<file path="config.mk">
export PLATFORM = sky130hd
export DESIGN_NAME = integer_to_radix_ascii_unit
export DESIGN_NICKNAME = d
export VERILOG_FILES = /design/src/hw/rtl/iras_pkg.sv /design/src/hw/rtl/iras_ctrl.sv /design/src/hw/rtl/iras_dp.sv /design/src/hw/rtl/integer_to_radix_ascii_unit.sv
export SDC_FILE = /design/constraint.sdc
export NUM_CORES = 1
export LEC_CHECK = 0
export ABC_AREA = 1
export BUFFER_PORTS_ARGS = -buffer_cell sky130_fd_sc_hd__buf_2
export CAP_MARGIN = 0
export CORE_MARGIN = 2
export CORE_UTILIZATION = 50
export DETAILED_ROUTE_END_ITERATION = 8
export MAX_ROUTING_LAYER = met4
export PLACE_DENSITY = 0.74
export SYNTH_ARGS = -nofsm -noshare
export SYNTH_HDL_FRONTEND = slang
export SYNTH_SLANG_ARGS = --single-unit
</file>
<file path="constraint.sdc">
create_clock -name clk_i -period 9.3 [get_ports clk_i]
set_input_delay 0.465 -clock clk_i [delete_from_list [all_inputs] [get_ports clk_i]]
set_output_delay 0.465 -clock clk_i [all_outputs]
set_load 0.005 [all_outputs]
</file>
<file path="src/hw/rtl/iras_pkg.sv">
`timescale 1ns / 1ps
// ----------------------------------------------------------------------------
// iras_pkg
// Shared types, constants and helpers of the integer to radix text converter.
// ----------------------------------------------------------------------------
package iras_pkg;

  localparam int unsigned ValueW = 32;
  localparam int unsigned DigitW = 6;
  localparam int unsigned CharW  = 7;
  localparam int unsigned StepW  = $clog2(ValueW);
  localparam int unsigned AddrW  = $clog2(ValueW);
  localparam int unsigned CntW   = $clog2(ValueW + 1);
  localparam int unsigned CfgIdxW = 1;
  localparam int unsigned CfgDataW = 6;

  localparam logic [CfgIdxW-1:0] RegRadix = 1'd0;
  localparam logic [CfgIdxW-1:0] RegUpper = 1'd1;

  localparam logic [DigitW-1:0] RadixReset = 6'd10;
  localparam logic [DigitW-1:0] RadixMin   = 6'd2;
  localparam logic [DigitW-1:0] RadixMax   = 6'd36;
  localparam logic [DigitW-1:0] DigitMax   = 6'd35;

  localparam logic [CharW-1:0] CharMinus = 7'h2D;
  localparam logic [CharW-1:0] CharZero  = 7'h30;
  localparam logic [CharW-1:0] CharLowA  = 7'h61;
  localparam logic [CharW-1:0] CharUpA   = 7'h41;

  typedef enum logic [2:0] {
    StIdle,
    StDiv,
    StSign,
    StFetch,
    StEmit
  } state_e;

  typedef struct packed {
    logic start;
    logic step;
    logic emit_sign;
    logic fetch;
    logic emit_digit;
  } cmd_t;

  typedef struct packed {
    logic last_step;
    logic quot_zero;
    logic store_full;
    logic negative;
    logic cnt_one;
    logic out_free;
  } status_t;

  function automatic logic [CharW-1:0] digit_char(input logic [DigitW-1:0] digit,
                                                  input logic upper);
    logic [DigitW-1:0] d;
    d = (digit > DigitMax) ? DigitMax : digit;
    if (d < 6'd10) begin
      digit_char = CharZero + CharW'(d);
    end else begin
      digit_char = (upper ? CharUpA : CharLowA) + CharW'(d - 6'd10);
    end
  endfunction

endpackage

</file>
<file path="src/hw/rtl/iras_ctrl.sv">
`timescale 1ns / 1ps
// ----------------------------------------------------------------------------
// iras_ctrl
// Sequencer: accept, divide digit by digit, then emit the sign when negative and the digits.
// ----------------------------------------------------------------------------
module iras_ctrl (
  input  logic             clk_i,
  input  logic             rst_ni,
  input  logic             in_valid_i,
  output logic             in_stall_o,
  input  iras_pkg::status_t status_i,
  output iras_pkg::cmd_t   cmd_o
);
  import iras_pkg::*;

  state_e state_q, state_d;

  always_ff @(posedge clk_i or negedge rst_ni) begin
    if (!rst_ni) begin
      state_q <= StIdle;
    end else begin
      state_q <= state_d;
    end
  end

  always_comb begin
    state_d    = state_q;
    cmd_o      = '0;
    in_stall_o = 1'b1;
    unique case (state_q)
      StIdle: begin
        in_stall_o = 1'b0;
        if (in_valid_i) begin
          cmd_o.start = 1'b1;
          state_d     = StDiv;
        end
      end
      StDiv: begin
        cmd_o.step = 1'b1;
        if (status_i.last_step && (status_i.quot_zero || status_i.store_full)) begin
          state_d = status_i.negative ? StSign : StFetch;
        end
      end
      StSign: begin
        if (status_i.out_free) begin
          cmd_o.emit_sign = 1'b1;
          state_d         = StFetch;
        end
      end
      StFetch: begin
        cmd_o.fetch = 1'b1;
        state_d     = StEmit;
      end
      StEmit: begin
        if (status_i.out_free) begin
          cmd_o.emit_digit = 1'b1;
          state_d          = status_i.cnt_one ? StIdle : StFetch;
        end
      end
      default: state_d = StIdle;
    endcase
  end

endmodule

</file>
<file path="src/hw/rtl/iras_dp.sv">
`timescale 1ns / 1ps
// ----------------------------------------------------------------------------
// iras_dp
// Datapath: config registers, bit-serial divider, digit store, output beat.
// ----------------------------------------------------------------------------
module iras_dp (
  input  logic                                 clk_i,
  input  logic                                 rst_ni,
  input  logic                                 cfg_we_i,
  input  logic [iras_pkg::CfgIdxW-1:0]         cfg_index_i,
  input  logic [iras_pkg::CfgDataW-1:0]        cfg_data_i,
  input  logic signed [iras_pkg::ValueW-1:0]   value_i,
  output logic [iras_pkg::CharW-1:0]           character_o,
  output logic                                 last_o,
  output logic                                 out_valid_o,
  input  logic                                 out_stall_i,
  input  iras_pkg::cmd_t                       cmd_i,
  output iras_pkg::status_t                    status_o
);
  import iras_pkg::*;

  logic [DigitW-1:0] radix_q;
  logic              upper_q;
  logic [ValueW-1:0] quot_q;
  logic [DigitW-1:0] rem_q;
  logic [StepW-1:0]  step_q;
  logic [CntW-1:0]   cnt_q;
  logic              neg_q;
  logic [DigitW-1:0] rd_q;
  logic [DigitW-1:0] store_q [ValueW];
  logic [CharW-1:0]  char_q;
  logic              last_q;
  logic              out_valid_q;

  logic [DigitW-1:0] base;
  logic [DigitW:0]   rem_shift;
  logic              ge;
  logic [DigitW-1:0] rem_next;
  logic [ValueW-1:0] quot_next;
  logic [ValueW-1:0] magnitude;
  logic              last_step;
  logic [AddrW-1:0]  rd_addr;
  logic [CntW-1:0]   cnt_dec;

  always_comb begin
    if (radix_q < RadixMin) begin
      base = RadixMin;
    end else if (radix_q > RadixMax) begin
      base = RadixMax;
    end else begin
      base = radix_q;
    end
  end

  assign rem_shift = {rem_q, quot_q[ValueW-1]};
  assign ge        = rem_shift >= {1'b0, base};
  assign rem_next  = ge ? DigitW'(rem_shift - {1'b0, base}) : rem_shift[DigitW-1:0];
  assign quot_next = {quot_q[ValueW-2:0], ge};
  assign magnitude = value_i[ValueW-1] ? (~$unsigned(value_i) + 1'b1) : $unsigned(value_i);
  assign last_step = step_q == StepW'(ValueW - 1);
  assign cnt_dec   = cnt_q - 1'b1;
  assign rd_addr   = cnt_dec[AddrW-1:0];

  always_ff @(posedge clk_i or negedge rst_ni) begin
    if (!rst_ni) begin
      radix_q <= RadixReset;
      upper_q <= 1'b0;
    end else if (cfg_we_i) begin
      unique case (cfg_index_i)
        RegRadix: radix_q <= cfg_data_i[DigitW-1:0];
        RegUpper: upper_q <= cfg_data_i[0];
        default: ;
      endcase
    end
  end

  always_ff @(posedge clk_i or negedge rst_ni) begin
    if (!rst_ni) begin
      quot_q <= '0;
      rem_q  <= '0;
      step_q <= '0;
      cnt_q  <= '0;
      neg_q  <= 1'b0;
    end else if (cmd_i.start) begin
      quot_q <= magnitude;
      rem_q  <= '0;
      step_q <= '0;
      cnt_q  <= '0;
      neg_q  <= value_i[ValueW-1];
    end else if (cmd_i.step) begin
      quot_q <= quot_next;
      step_q <= step_q + 1'b1;
      if (last_step) begin
        rem_q <= '0;
        cnt_q <= cnt_q + 1'b1;
      end else begin
        rem_q <= rem_next;
      end
    end else if (cmd_i.emit_digit) begin
      cnt_q <= cnt_dec;
    end
  end

  always_ff @(posedge clk_i) begin
    if (cmd_i.step && last_step) begin
      store_q[cnt_q[AddrW-1:0]] <= rem_next;
    end
    if (cmd_i.fetch) begin
      rd_q <= store_q[rd_addr];
    end
  end

  always_ff @(posedge clk_i or negedge rst_ni) begin
    if (!rst_ni) begin
      out_valid_q <= 1'b0;
    end else if (cmd_i.emit_sign || cmd_i.emit_digit) begin
      out_valid_q <= 1'b1;
    end else if (!out_stall_i) begin
      out_valid_q <= 1'b0;
    end
  end

  always_ff @(posedge clk_i) begin
    if (cmd_i.emit_sign) begin
      char_q <= CharMinus;
      last_q <= 1'b0;
    end else if (cmd_i.emit_digit) begin
      char_q <= digit_char(rd_q, upper_q);
      last_q <= cnt_q == CntW'(1);
    end
  end

  assign character_o = char_q;
  assign last_o      = last_q;
  assign out_valid_o = out_valid_q;

  assign status_o.last_step  = last_step;
  assign status_o.quot_zero  = quot_next == '0;
  assign status_o.store_full = cnt_q == CntW'(ValueW - 1);
  assign status_o.negative   = neg_q;
  assign status_o.cnt_one    = cnt_q == CntW'(1);
  assign status_o.out_free   = !out_valid_q || !out_stall_i;

endmodule

</file>
<file path="src/hw/rtl/integer_to_radix_ascii_unit.sv">
`timescale 1ns / 1ps
// ----------------------------------------------------------------------------
// integer_to_radix_ascii_unit
// Converts a signed 32-bit value to ASCII text in a base from 2 to 36.
// ----------------------------------------------------------------------------
// One value is taken at a time and leaves as one beat per character, a minus
// sign first when negative, most significant digit next, last set on the
// final digit. The bit-serial divider shifts one dividend bit per cycle and
// yields one digit per pass over all 32 dividend bits, so a value has up to
// 32 digits; the worst case is base 2 with the most negative value. Each
// digit is then read from the digit store and registered on the output.
// The next value is taken as soon as the last character sits in the output
// register. Bases below 2 act as 2, above 36 as 36.
// ----------------------------------------------------------------------------
module integer_to_radix_ascii_unit (
  input  logic                                clk_i,
  input  logic                                rst_ni,
  input  logic                                cfg_we_i,
  input  logic [iras_pkg::CfgIdxW-1:0]        cfg_index_i,
  input  logic [iras_pkg::CfgDataW-1:0]       cfg_data_i,
  input  logic                                in_valid_i,
  output logic                                in_stall_o,
  input  logic signed [iras_pkg::ValueW-1:0]  value_i,
  output logic                                out_valid_o,
  input  logic                                out_stall_i,
  output logic [iras_pkg::CharW-1:0]          character_o,
  output logic                                last_o
);
  import iras_pkg::*;

  cmd_t    cmd;
  status_t status;

  iras_ctrl u_ctrl (
    .clk_i      (clk_i),
    .rst_ni     (rst_ni),
    .in_valid_i (in_valid_i),
    .in_stall_o (in_stall_o),
    .status_i   (status),
    .cmd_o      (cmd)
  );

  iras_dp u_dp (
    .clk_i       (clk_i),
    .rst_ni      (rst_ni),
    .cfg_we_i    (cfg_we_i),
    .cfg_index_i (cfg_index_i),
    .cfg_data_i  (cfg_data_i),
    .value_i     (value_i),
    .character_o (character_o),
    .last_o      (last_o),
    .out_valid_o (out_valid_o),
    .out_stall_i (out_stall_i),
    .cmd_i       (cmd),
    .status_o    (status)
  );

endmodule
</file>
==> reports/metrics.yaml <==
run_status: "complete, no violations"
standard_cell_with_the_maximum_stage_delay_on_the_critical_path: "sky130_fd_sc_hd__buf_4"
cp_cell_sequence: "buf_4 > inv_2 > buf_4 > ha_2 > buf_4 > o21ai_0 > o211ai_1 > nand3_1 > nand3_1 > and2_1"
cp.buffers_inverters: 4
synth.area.top_cells: "sky130_fd_sc_hd__edfxtp_1 (46%), sky130_fd_sc_hd__dfrtp_1 (11%), sky130_fd_sc_hd__nor2_1 (7.1%)"
max-clock-path-buffers: 3
first_iter_violations: 804
mappedNetlistNets: 1394
detailed_place_hpwl_um: 19420
overflow: 0
postSynth.asyncResetShare: 0.2285
fin_hold_ws_ps: 100.3
relSlewSlack: 0.08837
synthDistinctLibCells: 49
p_total_w: 0.003518
routed_vias_inst: 5.658
layout.nets: 1425
number_of_flops_mapped_to_enable_cells_by_yosys: 198
layout.cells.most_common_list: "sky130_fd_sc_hd__nor2_1 (245), sky130_fd_sc_hd__edfxtp_1 (198), sky130_fd_sc_hd__nand2_1 (168)"
antenna_found_initial: 0
setup_tns_ps: 0
first_pass_grt_wire_length_um: 47450
achievable-frequency_mhz: 223.2
cts.repair.resized: 0
register_area_mm2: 0.007636
drive_gt1_frac: 0.09855
postSynthAreaPerCell_um2: 9.730
critical_path.startpoint_type: "flop"
area_growth_syn_to_layout_pct: 10.34
multiInputGateArea_mm2: 0.004483
timing.critical_path.arrival_ps: 4860
max_slew.worst_pin.slew_ps: 1357
grt_use_met3: 0.02461
post-cts-setup-buffers: 0
worst_clock_skew_ps: 13.51
critical-path-max-stage-delay_ps: 710
mostFrequentLayoutCell: "sky130_fd_sc_hd__nor2_1"
worstPathRequired_ps: 9670
reg2reg_from: "u_dp.cnt_q[0]"
criticalPathCategory: "flop to flop"
boundaryPins: 54
cts_root_buffer: "sky130_fd_sc_hd__clkbuf_16"
clock-sinks: 267
synth_flop_cell: "sky130_fd_sc_hd__edfxtp_1"
routedWlPerCell_um: 17.42
cts_made_buffers: 28
crit_family: "buffers and inverters"
register_to_register_setup_slack_ps: 4820
synthesis.instances: 1327
setup_crit_start: "u_dp.cnt_q[0]"
insertion_delay_ps: 530
wl_um: 29780
maxCapViolations: 0
yosys_warnings: 0
hold_class: "input port to asynchronous set/reset pin"
worst_setup_path_end_kind: "flop"
cts_hold_repair.buffers: 0
floorplan.initialDensity: 0.5112
yosysTopAreaCell: "sky130_fd_sc_hd__edfxtp_1"
num_vias: 9676
endpoint_of_the_worst_slack_reg_to_reg_timing_path: "u_dp.rd_q[4]"
setup_violations: 0
cts_tree: "done"
static-leakage-power_nw: 5.462
most_common_cell_type_on_the_critical_path: "sky130_fd_sc_hd__buf_4"
place.port_buffers: 53
gp_congestion: 0.8778
detail-route-antenna-nets: 0
global_route_met1_usage: 0.3002
first_global_vias: 9231
cp_max_fo: 100
ff2ff_path_depth: 10
placement_rows: 58
n_antenna_cell: 0
floorplan.die_area_mm2: 0.02712
synth_top_area_frac: 0.4605
drv_slew: 0
post-route-drc-count: 0
track_usage: 0.2293
synth-seq-cells: 267
dpl-instance-area_mm2: 0.01332
firstDrtPassIters: 6
globalRouteMet2Util: 0.3847
power.density_mw_per_mm2: 246.9
clock_tree.htree_level_count: 1
min_period_ps: 4481
floorplan.core_area_mm2: 0.02525
grt_start_max_net_pins: 101
power.ir.vdd_worst_mv: 0.1457
clk_pin_slew_ps: 70
report.final.hold_viol_count: 0
synth_seq_area_share: 0.5913
die-width_um: 164.7
fillerInstances: 2174
synthesis.area_mm2: 0.01291
rsz0062_at_grt: "no"
design_area_mm2: 0.01425
floorplan.die.height_um: 164.7
globalRoute.busiestLayer: "met2"
min_period_over_period: 0.4818
[power by group]
| part | internal, W | switching, W |
|---|---|---|
| clock network | 0.000657 | 0.000449 |
| logic | 0.000145 | 0.000523 |
| registers | 0.00170 | 0.0000420 |
[sequential cells by signal, indices dropped and copies added, names as in the netlist]
name,flops
u_dp.out_valid_o,1
u_dp.last_o,1
u_dp.rd_q,6
u_dp.upper_q,1
u_dp.rem_q,6
u_dp.step_q,5
u_dp.store_q,192
u_dp.character_o,7
u_dp.neg_q,1
u_dp.quot_q,32
u_ctrl.state_q,3
u_dp.radix_q,6
u_dp.cnt_q,6
[final cells by class]
cell class	instances	area share
sequential	267	0.5360
multi-input combinational	874	0.3147
clock buffer	39	0.05638
inverter	129	0.03416
tap	330	0.02898
timing repair buffer	58	0.02125
clock inverter	13	0.008519
[routing by layer]
layer,up-vias,wire length [µm]
met1,4634,12870
met2,331,14490
li1,4664,-
met4,0,641
met3,47,1778
met5,-,0
[synth_stat cells (11+ instances only)]
master / n
sky130_fd_sc_hd__nand3_1: 104
sky130_fd_sc_hd__o21bai_1: 11
sky130_fd_sc_hd__o211ai_1: 52
sky130_fd_sc_hd__dfrtp_1: 59
sky130_fd_sc_hd__o22ai_1: 15
sky130_fd_sc_hd__o21ai_0: 136
sky130_fd_sc_hd__clkbuf_1: 16
sky130_fd_sc_hd__a21oi_1: 29
sky130_fd_sc_hd__nor2_1: 245
sky130_fd_sc_hd__inv_1: 117
sky130_fd_sc_hd__nand2_1: 168
sky130_fd_sc_hd__o221ai_1: 12
sky130_fd_sc_hd__nand4_1: 17
sky130_fd_sc_hd__buf_2: 24
sky130_fd_sc_hd__edfxtp_1: 198
sky130_fd_sc_hd__ha_1: 21
[through the flow]
step / worst slack [ps] / cells / util
finish: 4819 / 1710 / 0.5641
global route: 4536 / 1710 / 0.5641
CTS: 4897 / 1710 / 0.5641
detailed placement: 4931 / 1658 / 0.5275
global placement: 4962 / 1658 / 0.5275
floorplan: 6238 / 1327 / -
[how the worst max path moves through the flow]
stage,endpoint,cells after the start,slack [ps]
6_report,u_dp.rd_q[4],10,4820
5_1_grt,u_dp.rd_q[5],10,4540
4_1_cts,u_dp.rd_q[4],10,4900
3_5_place_dp,u_dp.rd_q[2],11,4930
3_3_place_gp,u_dp.rd_q[0],11,4960
2_1_floorplan,u_dp.store_q[0][4],14,6240
[worst reg2reg max path, stage by stage, from the launching register on]
cell	delay [ps]
sky130_fd_sc_hd__dfrtp_2	340
sky130_fd_sc_hd__buf_4	710
sky130_fd_sc_hd__inv_2	630
sky130_fd_sc_hd__buf_4	490
sky130_fd_sc_hd__ha_2	430
sky130_fd_sc_hd__buf_4	680
sky130_fd_sc_hd__o21ai_0	310
sky130_fd_sc_hd__o211ai_1	320
sky130_fd_sc_hd__nand3_1	110
sky130_fd_sc_hd__nand3_1	110
sky130_fd_sc_hd__and2_1	200
[cell families (layout without fill, tap and decap cells)]
family / Yosys count / in the layout / share of synthesized area
buffers and inverters: 186 / 239 / 0.06163
and+or+nand+nor: 566 / 566 / 0.1864
DFF: 267 / 267 / 0.5913
xor gates and xnor gates: 10 / 10 / 0.009692
muxes: 4 / 4 / 0.003488
AOI/OAI and AO/OA: 271 / 271 / 0.1240
adders and majority gates: 23 / 23 / 0.02345
No activity file was read; power rests on OpenSTA's default activity.
